`src/sv/pvs_pkg.sv`:
```
// Package: shared types, constants and the sine table function for the voice synth.
`default_nettype none
package pvs_pkg;

  typedef enum logic [1:0] {
    KIND_TICK    = 2'd0,
    KIND_NOTE    = 2'd1,
    KIND_REL_CH  = 2'd2,
    KIND_REL_ALL = 2'd3
  } kind_t;

  typedef enum logic [1:0] {
    SHAPE_SINE  = 2'd0,
    SHAPE_PULSE = 2'd1,
    SHAPE_FALL  = 2'd2,
    SHAPE_RISE  = 2'd3
  } shape_t;

  typedef enum logic [2:0] {
    ST_IDLE,
    ST_SCAN,
    ST_MUL,
    ST_ACC,
    ST_DONE
  } state_t;

  localparam int REG_ROW_SAMPLES = 0;
  localparam int REG_ROW_RECIP   = 1;
  localparam int REG_GAIN_SHIFT  = 2;

  localparam logic [16:0] SIN_A = 17'd51472;
  localparam logic [16:0] SIN_B = 17'd21167;
  localparam logic [16:0] SIN_C = 17'd2605;

  // Word passed from front to back through the queue.
  typedef struct packed {
    logic [1:0]  kind;
    logic [5:0]  channel;
    logic [1:0]  wave_shape;
    logic [22:0] phase_step;
    logic        release_now;
  } cmd_t;

  // Quarter-wave polynomial, evaluated at elaboration for the constant table.
  function automatic logic signed [15:0] sine_poly(input logic [23:0] phase);
    logic [1:0]  quad;
    logic [21:0] r;
    logic [63:0] z, z2, inner, poly, v;
    quad = phase[23:22];
    r = phase[21:0];
    z = quad[0] ? 64'((23'h400000 - {1'b0, r}) >> 7) : 64'(r >> 7);
    z2 = (z * z) >> 15;
    inner = 64'(SIN_B) - ((z2 * 64'(SIN_C)) >> 15);
    poly = 64'(SIN_A) - ((z2 * inner) >> 15);
    v = (z * poly) >> 15;
    if (v > 64'd32767) v = 64'd32767;
    return quad[1] ? -16'(v) : 16'(v);
  endfunction

endpackage
`default_nettype wire

```
`src/sv/pvs_front.sv`:
```
// Front end: takes input words and queues commands for the back end.
`default_nettype none
module pvs_front #(
  parameter int CHANNELS = 16,
  parameter int QDEPTH   = 4
) (
  input  wire logic         clk,
  input  wire logic         rst,
  input  wire logic         push,
  output logic              full,
  input  wire logic [1:0]   kind,
  input  wire logic [3:0]   channel,
  input  wire logic [1:0]   wave_shape,
  input  wire logic [22:0]  phase_step,
  input  wire logic         release_now,
  output logic              cmd_valid,
  output pvs_pkg::cmd_t     cmd,
  input  wire logic         cmd_take
);
  import pvs_pkg::*;

  localparam int QW = $clog2(QDEPTH);

  cmd_t          q [QDEPTH];
  logic [QW-1:0] wr_ptr, rd_ptr;
  logic [QW:0]   count;
  cmd_t          in_cmd;
  logic          do_push, do_pop;

  // Classify: reduce channel to the configured channel count by a constant lookup
  always_comb begin
    in_cmd.kind        = kind;
    in_cmd.channel     = '0;
    for (int i = 0; i < 16; i++) begin
      if (channel == 4'(i)) in_cmd.channel = 6'(i % CHANNELS);
    end
    in_cmd.wave_shape  = wave_shape;
    in_cmd.phase_step  = phase_step;
    in_cmd.release_now = release_now;
  end

  assign full      = (count == (QW+1)'(QDEPTH));
  assign cmd_valid = (count != '0);
  assign cmd       = q[rd_ptr];
  assign do_push   = push && !full;
  assign do_pop    = cmd_take && cmd_valid;

  // Hold queued words
  always_ff @(posedge clk) begin
    if (do_push) q[wr_ptr] <= in_cmd;
  end

  // Advance pointers
  always_ff @(posedge clk) begin
    if (rst) begin
      wr_ptr <= '0;
      rd_ptr <= '0;
      count  <= '0;
    end else begin
      if (do_push) wr_ptr <= (wr_ptr == QW'(QDEPTH-1)) ? '0 : wr_ptr + 1'b1;
      if (do_pop)  rd_ptr <= (rd_ptr == QW'(QDEPTH-1)) ? '0 : rd_ptr + 1'b1;
      count <= count + (QW+1)'(do_push) - (QW+1)'(do_pop);
    end
  end
endmodule
`default_nettype wire

```
`src/sv/pvs_back.sv`:
```
// Back end: voice bank sequencer, serial mixer and result register.
`default_nettype none
module pvs_back #(
  parameter int VOICES       = 16,
  parameter int SINE_ENTRIES = 256
) (
  input  wire logic               clk,
  input  wire logic               rst,
  input  wire logic               cmd_valid,
  input  pvs_pkg::cmd_t           cmd,
  output logic                    cmd_take,
  input  wire logic [15:0]        row_samples,
  input  wire logic [15:0]        row_recip,
  input  wire logic [2:0]         gain_shift,
  output logic                    empty,
  input  wire logic               pop,
  output logic signed [15:0]      sample,
  output logic                    accepted
);
  import pvs_pkg::*;

  localparam int VW = $clog2(VOICES);
  localparam int SW = $clog2(SINE_ENTRIES);
  localparam int AW = 16 + 17 + VW + 1;

  // Constant sine table, built at elaboration
  function automatic logic [16*SINE_ENTRIES-1:0] build_sine();
    logic [16*SINE_ENTRIES-1:0] t;
    t = '0;
    for (int i = 0; i < SINE_ENTRIES; i++)
      t[16*i +: 16] = sine_poly(24'((64'(i) << 24) / SINE_ENTRIES));
    return t;
  endfunction

  localparam logic [16*SINE_ENTRIES-1:0] SINE_TAB = build_sine();

  // Voice state: fixed-place registers per voice
  logic [23:0] v_phase   [VOICES];
  logic [22:0] v_step    [VOICES];
  logic [1:0]  v_shape   [VOICES];
  logic [5:0]  v_chan    [VOICES];
  logic [15:0] v_fade    [VOICES];
  logic [VOICES-1:0] v_busy, v_fading;

  state_t        state, state_next;
  logic [VW:0]   idx;
  logic [VW-1:0] vi;
  logic signed [AW-1:0] acc;
  logic signed [15:0]   wave_r;
  logic [16:0]          env_r;
  logic signed [33:0]   prod_r;
  logic                 prod_ok;

  // Result being built, then the output register
  logic signed [15:0] pend_sample;
  logic               pend_acc;
  logic               res_full;
  logic signed [15:0] res_sample;
  logic               res_acc;

  assign vi = idx[VW-1:0];
  assign empty = !res_full;
  assign sample = res_sample;
  assign accepted = res_acc;

  // Wave of the selected voice
  logic signed [15:0] wave_c;
  logic [23:0]        ph;
  logic [31:0]        env_full;
  always_comb begin
    ph = v_phase[vi];
    case (shape_t'(v_shape[vi]))
      SHAPE_SINE:  wave_c = $signed(SINE_TAB[{ph[23 -: SW], 4'b0000} +: 16]);
      SHAPE_PULSE: wave_c = ph[23] ? -16'sd32767 : 16'sd32767;
      SHAPE_FALL:  wave_c = (ph[23:8] == 16'd0) ? 16'sd32767 : 16'(17'd32768 - {1'b0, ph[23:8]});
      default:     wave_c = 16'({1'b0, ph[23:8]} - 17'd32768);
    endcase
    env_full = 32'(v_fade[vi]) * 32'(row_recip);
  end

  // Final scale and saturate
  logic signed [AW-1:0] shifted;
  logic signed [15:0]   sat_c;
  always_comb begin
    shifted = acc >>> (5'd16 + 5'(gain_shift));
    if (shifted > AW'(32767))       sat_c = 16'sd32767;
    else if (shifted < -AW'(32768)) sat_c = -16'sd32768;
    else                            sat_c = shifted[15:0];
  end

  // Lowest free voice for a note
  logic          found;
  logic [VW-1:0] free_v;
  always_comb begin
    found = 1'b0;
    free_v = '0;
    for (int i = VOICES - 1; i >= 0; i--) begin
      if (!v_busy[i]) begin
        found = 1'b1;
        free_v = VW'(i);
      end
    end
  end

  // Sequencer next state
  always_comb begin
    state_next = state;
    cmd_take = 1'b0;
    case (state)
      ST_IDLE: if (cmd_valid) begin
        cmd_take = 1'b1;
        state_next = (kind_t'(cmd.kind) == KIND_TICK) ? ST_SCAN : ST_DONE;
      end
      ST_SCAN: state_next = (idx == (VW+1)'(VOICES)) ? ST_ACC : ST_MUL;
      ST_MUL:  state_next = ST_SCAN;
      ST_ACC:  state_next = ST_DONE;
      ST_DONE: if (!res_full || pop) state_next = ST_IDLE;
      default: state_next = ST_IDLE;
    endcase
  end

  always_ff @(posedge clk) begin
    if (rst) state <= ST_IDLE;
    else     state <= state_next;
  end

  // Datapath: scan voices one at a time through SCAN and MUL, multiply registered, then add
  always_ff @(posedge clk) begin
    if (rst) begin
      v_busy   <= '0;
      v_fading <= '0;
      prod_ok  <= 1'b0;
      idx      <= '0;
      acc      <= '0;
    end else begin
      case (state)
        ST_IDLE: if (cmd_valid) begin
          idx <= '0;
          acc <= '0;
          prod_ok <= 1'b0;
          if (kind_t'(cmd.kind) == KIND_NOTE) begin
            pend_acc <= found;
            if (found) begin
              v_busy[free_v]   <= 1'b1;
              v_fading[free_v] <= cmd.release_now;
              v_fade[free_v]   <= cmd.release_now ? row_samples : 16'd0;
              v_phase[free_v]  <= '0;
              v_step[free_v]   <= cmd.phase_step;
              v_shape[free_v]  <= cmd.wave_shape;
              v_chan[free_v]   <= cmd.channel;
            end
          end else begin
            pend_acc <= 1'b1;
          end
          if (kind_t'(cmd.kind) == KIND_REL_CH || kind_t'(cmd.kind) == KIND_REL_ALL) begin
            for (int i = 0; i < VOICES; i++) begin
              if (v_busy[i] && !v_fading[i] &&
                  (kind_t'(cmd.kind) == KIND_REL_ALL || v_chan[i] == cmd.channel)) begin
                v_fading[i] <= 1'b1;
                v_fade[i]   <= row_samples;
              end
            end
          end
          pend_sample <= '0;
        end
        ST_SCAN: begin
          if (prod_ok) acc <= acc + AW'(prod_r);
          prod_ok <= 1'b0;
          if (idx != (VW+1)'(VOICES)) begin
            if (v_busy[vi]) begin
              if (v_fading[vi] && v_fade[vi] == 16'd0) begin
                v_busy[vi] <= 1'b0;
                v_fading[vi] <= 1'b0;
              end else begin
                wave_r <= wave_c;
                env_r <= !v_fading[vi] ? 17'd65536 :
                         (env_full > 32'd65536) ? 17'd65536 : env_full[16:0];
                prod_ok <= 1'b1;
                v_phase[vi] <= v_phase[vi] + 24'(v_step[vi]);
                if (v_fading[vi]) begin
                  v_fade[vi] <= v_fade[vi] - 16'd1;
                  if (v_fade[vi] == 16'd1) begin
                    v_busy[vi] <= 1'b0;
                    v_fading[vi] <= 1'b0;
                  end
                end
              end
            end
          end
        end
        ST_MUL: begin
          if (prod_ok) prod_r <= wave_r * $signed({1'b0, env_r});
          idx <= idx + 1'b1;
        end
        ST_ACC: pend_sample <= sat_c;
        default: ;
      endcase
    end
  end

  // Result register: load the finished word once the previous one has gone
  always_ff @(posedge clk) begin
    if (rst) res_full <= 1'b0;
    else if (state == ST_DONE && (!res_full || pop)) begin
      res_full   <= 1'b1;
      res_sample <= pend_sample;
      res_acc    <= pend_acc;
    end
    else if (pop) res_full <= 1'b0;
  end
endmodule
`default_nettype wire

```
`src/sv/polyphonic_voice_synth_top.sv`:
```
// Top level: polyphonic oscillator bank, front queue plus voice sequencer.
// The back end handles one item at a time; a tick is paced by the serial voice scan.
// A four-word command queue lets input words be taken while the back end works.
// Reset (rst, synchronous, high) clears all voices, queues and the config to defaults.
`default_nettype none
module polyphonic_voice_synth_top #(
  parameter int VOICES       = 16,
  parameter int CHANNELS     = 16,
  parameter int SINE_ENTRIES = 256
) (
  input  wire logic         clk,
  input  wire logic         rst,
  input  wire logic         push,
  output logic              full,
  input  wire logic [1:0]   kind,
  input  wire logic [3:0]   channel,
  input  wire logic [1:0]   wave_shape,
  input  wire logic [22:0]  phase_step,
  input  wire logic         release_now,
  output logic              empty,
  input  wire logic         pop,
  output logic signed [15:0] sample,
  output logic              accepted,
  input  wire logic         cfg_we,
  input  wire logic [1:0]   cfg_index,
  input  wire logic [15:0]  cfg_data
);
  import pvs_pkg::*;

  logic [15:0] row_samples, row_recip;
  logic [2:0]  gain_shift;
  logic        cmd_valid, cmd_take;
  cmd_t        cmd;

  // Hold config registers
  always_ff @(posedge clk) begin
    if (rst) begin
      row_samples <= 16'd4410;
      row_recip   <= 16'd14;
      gain_shift  <= 3'd4;
    end else if (cfg_we) begin
      case (cfg_index)
        2'(REG_ROW_SAMPLES): row_samples <= cfg_data;
        2'(REG_ROW_RECIP):   row_recip   <= cfg_data;
        2'(REG_GAIN_SHIFT):  gain_shift  <= cfg_data[2:0];
        default: ;
      endcase
    end
  end

  pvs_front #(.CHANNELS(CHANNELS), .QDEPTH(4)) u_front (
    .clk, .rst, .push, .full, .kind, .channel, .wave_shape, .phase_step,
    .release_now, .cmd_valid, .cmd, .cmd_take
  );

  pvs_back #(.VOICES(VOICES), .SINE_ENTRIES(SINE_ENTRIES)) u_back (
    .clk, .rst, .cmd_valid, .cmd, .cmd_take, .row_samples, .row_recip,
    .gain_shift, .empty, .pop, .sample, .accepted
  );

`ifndef SYNTHESIS
  a_full_holds: assert property (@(posedge clk) disable iff (rst)
    (full && !cmd_take) |=> full) else $error("queue full dropped without take");
  a_take_valid: assert property (@(posedge clk) disable iff (rst)
    cmd_take |-> cmd_valid) else $error("take from empty queue");
  a_result_holds: assert property (@(posedge clk) disable iff (rst)
    (!empty && !pop) |=> (!empty && $stable(sample))) else $error("result lost");
`endif
endmodule
`default_nettype wire
```
`config.mk`:
```
export PLATFORM = sky130hd
export DESIGN_NAME = polyphonic_voice_synth_top
export DESIGN_NICKNAME = d
export VERILOG_FILES = /design/src/sv/pvs_pkg.sv /design/src/sv/pvs_front.sv /design/src/sv/pvs_back.sv /design/src/sv/polyphonic_voice_synth_top.sv
export SDC_FILE = /design/constraint.sdc
export NUM_CORES = 2
export LEC_CHECK = 0
export BUFFER_PORTS_ARGS = -buffer_cell sky130_fd_sc_hd__buf_2
export CAP_MARGIN = 20
export CORE_MARGIN = 2
export CORE_UTILIZATION = 45
export DETAILED_ROUTE_END_ITERATION = 16
export PLACE_DENSITY_LB_ADDON = 0.05
export SLEW_MARGIN = 10
export SYNTH_ARGS = -nofsm -noshare
export SYNTH_HDL_FRONTEND = slang
export SYNTH_HIERARCHICAL = 1
export SYNTH_SLANG_ARGS = --single-unit
```
`constraint.sdc`:
```
create_clock -name clk -period 10.75 [get_ports clk]
set_input_delay 1.075 -clock clk [delete_from_list [all_inputs] [get_ports clk]]
set_output_delay 1.075 -clock clk [all_outputs]
set_load 0.02 [all_outputs]
```
==> metrics.txt <==
layout cell share with drive strength beyond 1 15.2%; FFs w/ async S/R, synth 0%; leakage 36.1 nW; Setup TNS Final 0 ps; Synth-to-Final Area Change 9.65%; crit path DAT 10020 ps; Die Area 197000 sq um; Crit. End Element flop; Placeable Area 192000 sq um; global placement routability congestion 0.958; status complete, no violations; fin util 49.6%; Post-CTS Setup Inserts 0; initial antenna violation count 3; Die Wd 444 um; cell count after synthesis 6804; post_cts resized 0; # nets final 7551; final setup fails 0; DRT met1 WL 105000 um; CTS Buf Count 160; CTS tree yes; Total Power 0.0182 W; DRT antenna net count 0; area of the multi-input gates 40100 sq um; FMAX 106 MHz; placed cell area 90400 sq um; CP max FO 32; FF/Latch Area 43600 sq um; CTS Sinks 1493; Total Wirelength 256000 um; DR WL met3 14000 um; Design Area, Final 95400 sq um; clock buffer depth 3; largest net degree at the start of global routing 116; Top Ports 74; clock latency on the worst-skew pair 830 ps; RSZ-0062 raised after global routing no; startpoint class of the critical path flop; library cells used by synthesis 109; register area share after synthesis 50.0%; First-pass DRT Iterations 6; number of global-route vias before repair 57735; WL per Instance 27.2 um; hold path startpoint u_back/pend_sample[15]$_SDFFCE_PN0P_; DP HPWL 165000 um; Synth Flop Type edfxtp_1; Syn Area/Cell 12.8 sq um; relative slew slack 22.1%; Tcrit/Tclk final 88.0%; clock transition at the registers of the reported paths 60 ps; synth warn 6; Slew Viols, Final 0; # hold bufs at CTS 0; vias per cell 5.93; via count 55953; final hold slack 421 ps; number of flops mapped to enable cells by yosys 1365; Clock Skew 29.9 ps; drc violations 0; Starting Density 45.3%; PwrDens 190 nW/um^2; Initial DRC Count 4819; critical path required time 11300 ps; first-pass GRT wire length 381000 um; worst-margin pin slew 1160 ps; min-delay worst type flop to flop; netlist area before placement 87100 sq um; Root Driver clkbuf_16; Max-Cap Viols 0; Total GRT Usage 26.0%; Final Hold Viols 0; Crit Path Category flop to flop; Row Count 161; met2 WL 126000 um; FF+latch count, synth 1493; Max VDD drop 178 uV; port bufs 73; H-tree depth 4; Tmin final 9460 ps; Congestion Overflow GR 0; Antenna Cells 0; max layer used met4; layout filler cell count 16797; chip height 444 um; reg2reg setup slack 1290 ps
per-layer routing:
metal | global-route usage, % | vias to the layer above
met2 | 43.9 | 1901
met3 | 3.41 | 556
met1 | 34.0 | 28800
met5 | 0 | -
met4 | 10.6 | 0
li1 | - | 24696
final timing paths:
| kind | endpoint | depth (start not counted) |
|---|---|---|
| setup reg to reg | u_back/env_r[16]$_SDFFCE_PP1P_ | 23 |
| setup / recovery | u_back/env_r[16]$_SDFFCE_PP1P_ | 23 |
| hold / removal | u_back/sample[15]$_DFFE_PP_ | 0 |
| hold reg to reg | u_back/sample[15]$_DFFE_PP_ | 0 |
cells by family after synthesis:
family | synth area share, %
and+or+nand+nor | 9.78
DFF | 50.0
AOI/OAI and AO/OA | 7.33
buffers and inverters | 4.52
adders and majority gates | 13.9
muxes | 12.4
xor gates and xnor gates | 2.09
other | 0.00431
worst max-delay path, stage by stage (launching register included):
cell,delay [ps]
dfxtp_4,780
buf_12,280
mux4_2,530
mux2i_1,190
nand2_1,140
and2_0,580
nand2_1,260
fa_1,450
fa_1,520
fa_1,450
fa_1,570
fa_1,430
fa_1,490
inv_1,40
ha_1,230
or3_1,390
a21o_1,200
a211oi_1,470
a211oi_1,270
a31oi_1,390
mux2i_1,170
nor4_2,250
o2111ai_2,420
or4b_1,620
stage by stage:
step                      worst slack [ps]  instances
after floorplan                       2440       6805
after global placement                1490       9130
after detailed placement              1300       9134
after CTS                             1280       9423
after global routing                   642       9428
final                                 1290       9428
synthesized netlist by cell type, drive strengths merged, types with 34 or more instances:
| master | instances | area (sq um) |
|---|---|---|
| edfxtp | 1365 | 41000 |
| nand2 | 859 | 3230 |
| inv | 550 | 2060 |
| fa | 405 | 8110 |
| mux4 | 356 | 8090 |
| ha | 316 | 3950 |
| nor2 | 268 | 1010 |
| clkbuf | 259 | 986 |
| a21oi | 254 | 1280 |
| and2 | 234 | 1470 |
| o21ai | 205 | 1030 |
| buf | 151 | 872 |
| mux2 | 144 | 1620 |
| dfxtp | 128 | 2560 |
| nand3 | 116 | 581 |
| mux2i | 106 | 1080 |
| xor2 | 106 | 928 |
| xnor2 | 102 | 893 |
| nor3 | 79 | 412 |
| a31oi | 77 | 482 |
| nand2b | 77 | 482 |
| a21o | 74 | 556 |
| a211oi | 52 | 395 |
| o211ai | 47 | 353 |
| nor4 | 42 | 282 |
| o22ai | 35 | 219 |
| and3 | 34 | 216 |
where the power goes:
group / leakage [nW] / switching, W / total, W / internal [W]
combinational: 19.4 / 0.00383 / 0.00588 / 0.00204
sequential: 14.2 / 0.000109 / 0.00694 / 0.00683
clock: 2.42 / 0.00235 / 0.00536 / 0.00301
total: 36.1 / 0.00629 / 0.0182 / 0.0119
cell usage in the layout, fill, tap and decap left out, types with 77 or more instances in the layout:
cell,n
nor2_1,254
a21oi_1,250
nand3_1,116
clkbuf_16,161
xnor2_1,102
buf_4,138
o21ai_0,164
nand2_1,856
nand2b_1,77
xor2_1,106
mux2_2,143
inv_1,522
dfxtp_1,123
mux4_2,337
and2_1,232
edfxtp_1,1365
fa_1,405
mux2i_1,100
ha_1,316
final cells by class:
| class | instances | share of cell area [%] |
|---|---|---|
| Clock inverter | 81 | 0.856 |
| Multi-Input combinational cell | 4349 | 42.0 |
| Clock buffer | 208 | 4.43 |
| Tap cell | 2526 | 3.31 |
| Sequential cell | 1493 | 45.6 |
| Timing Repair Buffer | 218 | 1.58 |
| Inverter | 553 | 2.18 |
state kept, by name, summed over array words and instances, names as in the netlist, 17 cells and up, named ones only:
register and cells:
u_back/v_chan 96, u_back/v_step 368, u_back/v_shape 32, u_back/prod_r 34, u_back/v_phase 384, u_back/v_fade 256
u_front/q 128, u_back/env_r 17, u_back/acc 38
Note: power is estimated with default switching activity, not from simulation.
